`src/hdl/cbpe_pkg.sv`:
```
// shared types and constants for the cubic bezier point evaluator
// register map of the control points and the lerp stage control bundle
// no dependencies
package cbpe_pkg;

  // configuration port geometry
  localparam int unsigned NUM_REGS  = 8;
  localparam int unsigned REG_IDX_W = 3;
  localparam int unsigned APB_ADDR_W = 5;
  localparam int unsigned APB_DATA_W = 32;

  // register indexes, one per control point coordinate
  localparam logic [REG_IDX_W-1:0] REG_P0_X = 3'd0;
  localparam logic [REG_IDX_W-1:0] REG_P0_Y = 3'd1;
  localparam logic [REG_IDX_W-1:0] REG_P1_X = 3'd2;
  localparam logic [REG_IDX_W-1:0] REG_P1_Y = 3'd3;
  localparam logic [REG_IDX_W-1:0] REG_P2_X = 3'd4;
  localparam logic [REG_IDX_W-1:0] REG_P2_Y = 3'd5;
  localparam logic [REG_IDX_W-1:0] REG_P3_X = 3'd6;
  localparam logic [REG_IDX_W-1:0] REG_P3_Y = 3'd7;

  // load enables for the two register stages of one lerp
  typedef struct packed {
    logic mul_en;
    logic sum_en;
  } lerp_ctrl_t;

endpackage

```
`src/hdl/cbpe_lerp.sv`:
```
// one fixed point linear interpolation, two register stages deep
// stage one registers both products, stage two the truncated sum
// depends on cbpe_pkg for the stage enable bundle
module cbpe_lerp import cbpe_pkg::*; #(
  parameter int unsigned VAL_W  = 20,
  parameter int unsigned FRAC_W = 10
) (
  input  logic              clk_i,
  input  lerp_ctrl_t        ctrl_i,
  input  logic [VAL_W-1:0]  a_i,
  input  logic [VAL_W-1:0]  b_i,
  input  logic [FRAC_W:0]   t_i,
  input  logic [FRAC_W:0]   omt_i,
  output logic [VAL_W-1:0]  res_o
);

  localparam int unsigned PROD_W = VAL_W + FRAC_W + 1;
  localparam int unsigned SUM_W  = PROD_W + 1;

  logic [PROD_W-1:0] prod_a_q, prod_b_q;
  logic [SUM_W-1:0]  sum;
  logic [VAL_W-1:0]  res_q;

  // weight each end point
  always_ff @(posedge clk_i) begin
    if (ctrl_i.mul_en) begin
      prod_a_q <= PROD_W'(a_i) * PROD_W'(omt_i);
      prod_b_q <= PROD_W'(b_i) * PROD_W'(t_i);
    end
  end

  // add and drop the fraction of the weights
  assign sum = SUM_W'(prod_a_q) + SUM_W'(prod_b_q);

  always_ff @(posedge clk_i) begin
    if (ctrl_i.sum_en) begin
      res_q <= sum[FRAC_W +: VAL_W];
    end
  end

  assign res_o = res_q;

endmodule

```
`config.mk`:
```
export PLATFORM = sky130hd
export DESIGN_NAME = cbpe_lerp
export DESIGN_NICKNAME = d
export VERILOG_FILES = /design/src/hdl/cbpe_pkg.sv /design/src/hdl/cbpe_lerp.sv
export SDC_FILE = /design/constraint.sdc
export NUM_CORES = 1
export LEC_CHECK = 0
export ABC_AREA = 1
export BUFFER_PORTS_ARGS = -buffer_cell sky130_fd_sc_hd__buf_2
export CAP_MARGIN = 20
export CORE_ASPECT_RATIO = 1.4
export CORE_UTILIZATION = 50
export CTS_CLUSTER_DIAMETER = 200
export CTS_CLUSTER_SIZE = 14
export DETAILED_ROUTE_END_ITERATION = 10
export PLACE_DENSITY_LB_ADDON = 0.2
export RECOVER_POWER = 25
export SLEW_MARGIN = 25
export SYNTH_ARGS = -nofsm -noshare
export SYNTH_HDL_FRONTEND = slang
export SYNTH_SLANG_ARGS = --single-unit
```
`constraint.sdc`:
```
create_clock -name clk_i -period 11 [get_ports clk_i]
set_input_delay 2.2 -clock clk_i [delete_from_list [all_inputs] [get_ports clk_i]]
set_output_delay 2.2 -clock clk_i [all_outputs]
set_load 0.03 [all_outputs]
```
==> Word level (Yosys, flattened, before mapping) <==
Index checks and enable logic that the tools add are counted.
{ "classes": {"reduce_logical": 0, "magnitude_cmp": 0, "bitwise": 0, "div": 0, "shift": 0, "add_sub_neg": 1, "mux": 0, "n_mul": 2, "n_eq_ne": 0} }
{ "op_table": {"columns": ["cell", "count"], "rows": [
  ["$mul 20x11->30", 2],
  ["$add 30x30->30", 1]
]} }
{ "word_totals": {"mem_bits_rw": 0, "regBits": 80, "word_cells": 6, "n_memories": 0, "input_bits": 65, "out_inout_bits": 20, "latchBits": 0, "romBits": 0} }

==> Longest topological paths before layout <==
Gate-level depths: netlist of run 1.
{ "logic_depth": {"word_depth": 1, "mapped_depth": 24, "mapped_depth_nobuf": 22} }

==> Worst setup path before layout of run 1 <==
Ideal clock, no wire load.
{ "synth_path": {"path_type": "input to register", "startpoint": "input port t_i[10]", "endpoint": "register prod_b_q[28] (data pin)", "setup_time_ns": 0.253, "path_buffers": 2, "cell_stages": 20, "t_arrival_ns": 6.311, "setup_slack_ns": 4.436, "required_ns": 10.747, "cell_sequence": "clkbuf_1 buf_1 nand2_1 fa_1 fa_1 inv_1 fa_1 fa_1 inv_1 fa_1 inv_1 ha_1 nand2_1 inv_1 a21oi_1 nand3_1 nand2_1 nand3_1 nand2_1 nand2_1"} }
{ "synth_between": {"elab_chain_cells": 1} }
{ "synth_rtl": {"columns": ["element", "line", "text"], "rows": [
  ["start, declared", "cbpe_lerp.sv:12", "input logic [FRAC_W:0] t_i,"],
  ["$mul 20x11->30", "cbpe_lerp.sv:28", "prod_b_q <= PROD_W'(b_i) * PROD_W'(t_i);"],
  ["end signal, assigned", "cbpe_lerp.sv:28", null],
  ["end, declared", "cbpe_lerp.sv:20", "logic [PROD_W-1:0] prod_a_q, prod_b_q;"]
]} }
Every way passes these cells.
A chain may end at the register's enable or synchronous reset.

==> Worst setup path in the final report of run 1 <==
{ "layout_path": {"startpoint": "input port omt_i[5]", "endpoint": "register prod_a_q[17] (data pin)"} }
{ "layout_between": {"elab_chain_cells": 1} }
{ "layout_rtl": {"columns": ["element", "line", "text"], "rows": [
  ["start, declared", "cbpe_lerp.sv:13", "input logic [FRAC_W:0] omt_i,"],
  ["$mul 20x11->30", "cbpe_lerp.sv:27", "prod_a_q <= PROD_W'(a_i) * PROD_W'(omt_i);"],
  ["end signal, assigned", "cbpe_lerp.sv:27", null],
  ["end, declared", "cbpe_lerp.sv:20", null]
]} }
Every way passes these cells.

==> results of run 1 <==
[synthesized netlist by cell type, types with 2 or more instances]
master and number:
nand2_1 976, inv_1 829, fa_1 320, ha_1 160, clkbuf_1 83, nand3_1 81, edfxtp_1 80, nor2_1 80
a21oi_1 63, nand4_1 30, xor2_1 29, o21ai_0 14, nor3_1 12, nor2_2 10, xnor2_1 10, o21bai_1 9
nand2_2 6, and2_1 5, nor3_2 4, inv_2 3, a21o_1 2, nand3b_1 2, nor2_4 2
[flip-flops by register name (all words and copies together) (netlist names)]
signal    cells
res_o        20
prod_a_q     30
prod_b_q     30
[layer usage]
layer / up-vias / wire [um] / share of wire [%]
li1: 8086 / - / -
met1: 7974 / 19500 / 40
met2: 353 / 26500 / 54
met3: 108 / 1430 / 2.9
met4: 0 / 1950 / 4.0
met5: - / 0 / 0
[how the worst min path moves through the flow]
stage | endpoint | slack, ps | depth (start not counted)
6_report | res_o[18]$_DFFE_PP_ | 810 | 3
5_1_grt | res_o[18]$_DFFE_PP_ | 840 | 3
4_1_cts | res_o[18]$_DFFE_PP_ | 830 | 3
3_5_place_dp | res_o[18]$_DFFE_PP_ | 820 | 3
3_3_place_gp | res_o[18]$_DFFE_PP_ | 800 | 3
2_1_floorplan | res_o[19]$_DFFE_PP_ | 640 | 3
[worst max-delay path, delay by kind of cell]
| family | cells | cell delay [ps] |
|---|---|---|
| AO/OA/AOI/OAI | 1 | 260 |
| adder cells (fa/ha/maj) | 6 | 2880 |
| buffers and inverters | 5 | 600 |
| AND/OR/NAND/NOR | 7 | 950 |
[stage by stage]
step / instances / instance area [um2]
2_1_floorplan: 2815 / 19900
3_3_place_gp: 3344 / 20700
3_5_place_dp: 3344 / 20700
4_1_cts: 3360 / 21000
5_1_grt: 3360 / 21000
6_report: 3361 / 21000
[cell type report]
class	instances	area [um2]	share of cell area, %
Antenna cell	1	2.50	0.0119
Clock inverter	6	60.1	0.286
Inverter	832	3120	14.9
Timing Repair Buffer	85	420	2.01
Clock buffer	10	229	1.09
Tap cell	528	661	3.15
Sequential cell	80	2400	11.5
Multi-Input combinational cell	1819	14100	67.1
[cells by family (layout without fill, tap and decap cells)]
logic type | count (synthesis) | after routing
AO/OA/AOI/OAI | 88 | 88
XOR/XNOR | 39 | 39
other | 0 | 1
adder cells (fa/ha/maj) | 480 | 480
buffers and inverters | 916 | 933
AND/OR/NAND/NOR | 1212 | 1212
flip-flops | 80 | 80
==> flow_metrics.env, run 1 <==
export IMPL_final_nets=3372
export IMPL_fp_dieArea_um2=40600
export IMPL_synth_area_um2=19900
export IMPL_rsz0062_at_grt="false"
export IMPL_clockBufferDepth=2
export IMPL_synth_compound_area_share_pct=2.35
export IMPL_core_area_um2=39300
export IMPL_place_gp_congestion=0.986
export IMPL_synth_seq_area_share_pct=12.1
export IMPL_layout_drive_gt1_share_pct=4.20
export IMPL_io_pins=85
export IMPL_startpoint="omt_i[5]"
export IMPL_yosysWarnings=0
export IMPL_min_from="prod_b_q[28]$_DFFE_PP_"
export IMPL_numCtsBuffers=9
export IMPL_synth_top_area_share_pct=32.2
export IMPL_clock_root_buffer="clkbuf_16"
export IMPL_dr_pass1_iters=5
export IMPL_rrSetupSlack_ps=8900
export IMPL_cts_resized=0
export IMPL_async_flop_share_pct=0
export IMPL_clock_skew_ps=7.49
export IMPL_max_slew_margin_rel_pct=-116
export IMPL_yosysUniqueCellTypes=28
export IMPL_ys_flop_type="edfxtp_1"
export IMPL_cp_end_kind="flip-flop"
export IMPL_clk_pin_slew_ps=60
export IMPL_vias=16500
export IMPL_regToRegStartpoint="prod_a_q[2]$_DFFE_PP_"
export IMPL_final_common_cell="nand2_1"
export IMPL_drv_cap=1
export IMPL_port_buffers=84
export IMPL_dp_slack_ps=3820
export IMPL_critPathMaxFanout=20
export IMPL_fin_crit_sh_pct=62.0
export IMPL_crit_type="input port to flip-flop"
export IMPL_synthesis_nets=3360
export IMPL_finalSetupViolations=0
export IMPL_grt_first_pass_wirelength_um=82700
export IMPL_reg2regPathDepth=8
export IMPL_synthCells=2815
export IMPL_synthTopCellsByArea="fa_1 (32%), nand2_1 (18%), inv_1 (16%), edfxtp_1 (12%), ha_1 (10%)"
export IMPL_fmax_mhz=147
export IMPL_synth_top_family_by_area="adder cells"
export IMPL_postCtsSetupBuffers=0
export IMPL_hold_class="flip-flop to flip-flop"
export IMPL_synth_xor_area_share_pct=1.72
export IMPL_synth_adder_area_share_pct=42.2
export IMPL_wirelength_um=49300
export IMPL_crit_required_ps=11070
export IMPL_yosys_register_bits=80
export IMPL_fin_util_pct=53.4
export IMPL_clock_sinks=80
export IMPL_grt_overflow_total=0
export IMPL_crit_chain="buf_2 > nand2_1 > fa_1 > inv_1 > fa_1 > fa_1 > fa_1 > inv_1 > fa_1 > inv_1 > ha_1 > nand2_1 > inv_1 > a21oi_1 > nand3_1 > nand2_1 > nand3_1 > nand2_1 > nand2_1"
export IMPL_worst_pin_slew_ps=3250
export IMPL_routedWlPerCell_um=14.7
export IMPL_worstSetupEndpoint="prod_a_q[17]$_DFFE_PP_"
export IMPL_muxShareOfSynthArea_pct=0
export IMPL_grt_busiest_layer="met2"
export IMPL_worst_path_largest_cell_delay_ps=550
export IMPL_grt_util_all_layers_pct=25.9
export IMPL_synth_edf_count=80
export IMPL_setup_slack_ps=4180
export IMPL_start_util_pct=50.7
export IMPL_cts_hold_buf=0
export IMPL_tns_ps=0
export IMPL_cts_tree="done"
export IMPL_drtIter0Drc=724
export IMPL_grt_met1_usage_pct=29.4
export IMPL_avgViaCountPerCell=4.92
export IMPL_die_x_um=171
export IMPL_use_met2_pct=49.5
export IMPL_synthSimpleGateAreaFrac_pct=24.4
export IMPL_crit_slowest_cell="fa_1"
export IMPL_finalMaxSlewViolations=61
export IMPL_syn_area_per_cell_um2=7.07
export IMPL_route_detailed_drc=0
export IMPL_core_rowCount=86
export IMPL_critPathLaunchType="input port"
export IMPL_r2r_end="res_o[17]$_DFFE_PP_"
export IMPL_fillers=3914
export IMPL_worstPathArrival_ps=6890
export IMPL_violations="max-capacitance violations, max-slew violations"
export IMPL_dp_hpwl_um=43000
export IMPL_die_y_um=238
export IMPL_areaGrowthSynthToFinish_pct=5.28
export IMPL_h_tree_depth=3
export IMPL_synth_top_area_cell="fa_1"
export IMPL_grt_pass1_vias=17400
export IMPL_antenna_found_initial=0
export IMPL_min_period_ps=6820
export IMPL_hold_viol=0
export IMPL_use_met3_pct=1.72
export IMPL_grt_max_degree=61
export IMPL_status="complete, but fails checks"
export IMPL_mostFrequentLayoutCells="nand2_1 (976), inv_1 (829), fa_1 (320)"
export IMPL_drtAntennaViolNets=0
export IMPL_clock_latency_ps=330
export IMPL_hold_ws_ps=811
Power of run 1 is left out: the tool's default activity adds up to more than one toggle a clock period on the data nets, which glitch-free logic cannot reach.
==> run 2: changes to the inputs <==
clock period = 7 ns   (was 11 ns; I/O delays follow)
==> run 2 against run 1 <==
  * The flow still finishes with violations (max-capacitance violations, max-slew violations)
  * Die area unchanged
  * Wire length increased by 0.32%
  * Critical path depth stayed put
  * First-iteration DRC count rose by 10%
  * Sequential share of layout area is essentially flat
  * Worst hold slack got worse by 0.91 ps
  * Sequential cell count unchanged
  * Setup slack worse by 3200 ps
  * Cell area about the same
  * Register-to-register slack got worse by 4000 ps
  * Highest routed layer unchanged
==> flow_metrics.env, run 2 (synthesis results as in run 1) <==
export IMPL_status="complete, but fails checks"
export IMPL_violations="max-capacitance violations, max-slew violations"
export IMPL_avgViaCountPerCell=4.91
export IMPL_drtAntennaViolNets=0
export IMPL_r2r_end="res_o[17]$_DFFE_PP_"
export IMPL_rsz0062_at_grt="false"
export IMPL_min_period_ps=6000
export IMPL_cts_resized=0
export IMPL_regToRegStartpoint="prod_a_q[2]$_DFFE_PP_"
export IMPL_core_area_um2=39300
export IMPL_crit_slowest_cell="fa_1"
export IMPL_crit_family="adder cells"
export IMPL_setup_slack_ps=1000
export IMPL_rrSetupSlack_ps=4920
export IMPL_layout_drive_gt1_share_pct=4.20
export IMPL_antenna_found_initial=0
export IMPL_fmax_mhz=167
export IMPL_postCtsSetupBuffers=0
export IMPL_finalMaxSlewViolations=61
export IMPL_worstPathArrival_ps=6060
export IMPL_areaGrowthSynthToFinish_pct=5.27
export IMPL_clockBufferDepth=2
export IMPL_core_rowCount=86
export IMPL_drv_cap=1
export IMPL_worst_path_largest_cell_delay_ps=570
export IMPL_place_gp_congestion=0.952
export IMPL_io_pins=85
export IMPL_die_x_um=171
export IMPL_grt_overflow_total=0
export IMPL_grt_pass1_vias=17200
export IMPL_crit_chain="buf_2 > nand2_1 > fa_1 > inv_1 > fa_1 > fa_1 > fa_1 > inv_1 > fa_1 > inv_1 > ha_1 > nand2_1 > inv_1 > a21oi_1 > nand3_1 > nand2_1 > nand3_1 > nand2_1 > nand2_1"
export IMPL_mostFrequentLayoutCells="nand2_1 (976), inv_1 (829), fa_1 (320)"
export IMPL_cp_depth=19
export IMPL_final_nets=3372
export IMPL_final_cell_area_um2=21000
export IMPL_cts_hold_buf=0
export IMPL_critPathLaunchType="input port"
export IMPL_routedWlPerCell_um=14.7
export IMPL_tns_ps=0
export IMPL_dp_hpwl_um=43000
export IMPL_reg2regPathDepth=8
export IMPL_finalSetupViolations=0
export IMPL_grt_max_degree=61
export IMPL_clock_skew_ps=8.09
export IMPL_wirelength_um=49500
export IMPL_max_slew_margin_rel_pct=-116
export IMPL_clk_pin_slew_ps=60
export IMPL_vias=16500
export IMPL_cp_num_buf_inv=5
export IMPL_clock_root_buffer="clkbuf_16"
export IMPL_fin_crit_sh_pct=85.7
export IMPL_clock_sinks=80
export IMPL_crit_type="input port to flip-flop"
export IMPL_critPathMaxFanout=20
export IMPL_cts_tree="done"
export IMPL_hold_class="flip-flop to flip-flop"
export IMPL_dpl_instance_area_um2=20700
export IMPL_dp_slack_ps=621
export IMPL_die_y_um=238
export IMPL_grt_first_pass_wirelength_um=82800
export IMPL_route_detailed_drc=0
export IMPL_startpoint="omt_i[5]"
export IMPL_hold_viol=0
export IMPL_grt_util_all_layers_pct=25.8
export IMPL_dr_pass1_iters=5
export IMPL_final_cells=3360
export IMPL_final_common_cell="nand2_1"
export IMPL_h_tree_depth=3
export IMPL_dpl_cell_count=3344
export IMPL_numCtsBuffers=9
export IMPL_worstSetupEndpoint="prod_a_q[17]$_DFFE_PP_"
export IMPL_drtIter0Drc=800
export IMPL_fp_dieArea_um2=40600
export IMPL_port_buffers=84
export IMPL_start_util_pct=50.7
export IMPL_cp_end_kind="flip-flop"
export IMPL_crit_required_ps=7070
export IMPL_worst_pin_slew_ps=3240
export IMPL_clock_latency_ps=340
run 2: cell count changes in the layout (fill, tap and decap cells not counted), sizes merged:
cell	before	now
clkinv	4	3
inv	832	833
clkbuf	14	13
run 2: cell type report:
type                       count  area [um2]
antenna                        1        2.50
timing repair buffer          85         420
tap                          528         661
sequential                    80        2400
multi-input combinational   1819       14100
clock buffer                   9         225
inverter                     832        3120
fill                        3893       18300
clock inverter                 6        60.1
run 2: worst min-delay path by stage:
stage	end	slack, ps	cells after the start	startpoint
2_1_floorplan	res_o[19]$_DFFE_PP_	640	3	prod_a_q[29]$_DFFE_PP_
3_3_place_gp	res_o[18]$_DFFE_PP_	810	3	prod_b_q[28]$_DFFE_PP_
3_5_place_dp	res_o[18]$_DFFE_PP_	820	3	prod_b_q[28]$_DFFE_PP_
4_1_cts	res_o[18]$_DFFE_PP_	830	3	prod_b_q[28]$_DFFE_PP_
5_1_grt	res_o[19]$_DFFE_PP_	870	3	prod_a_q[29]$_DFFE_PP_
6_report	res_o[18]$_DFFE_PP_	810	3	prod_b_q[28]$_DFFE_PP_
run 2: per-layer routing:
metal	wire length [um]	vias up	global-route usage, %	share of wire, %
met5	0	-	0	0
met4	1640	0	8.57	3.3
met3	1600	101	1.81	3.2
met2	26900	354	50.6	54
met1	19400	7947	28.9	39
li1	-	8095	-	-
run 2: worst min-delay path, delay by kind of cell (launching register included):
kind | cells | cell delay [ps]
flops | 1 | 320
fa+ha+maj | 1 | 210
simple gates | 2 | 170
run 2: stage by stage:
step / hold WS (ps) / utilization, %
floorplan: 638 / -
global placement: 806 / 52.7
detailed placement: 816 / 52.7
CTS: 829 / 53.4
global route: 868 / 53.4
finish: 810 / 53.4
Power of run 2 is left out for the same reason.
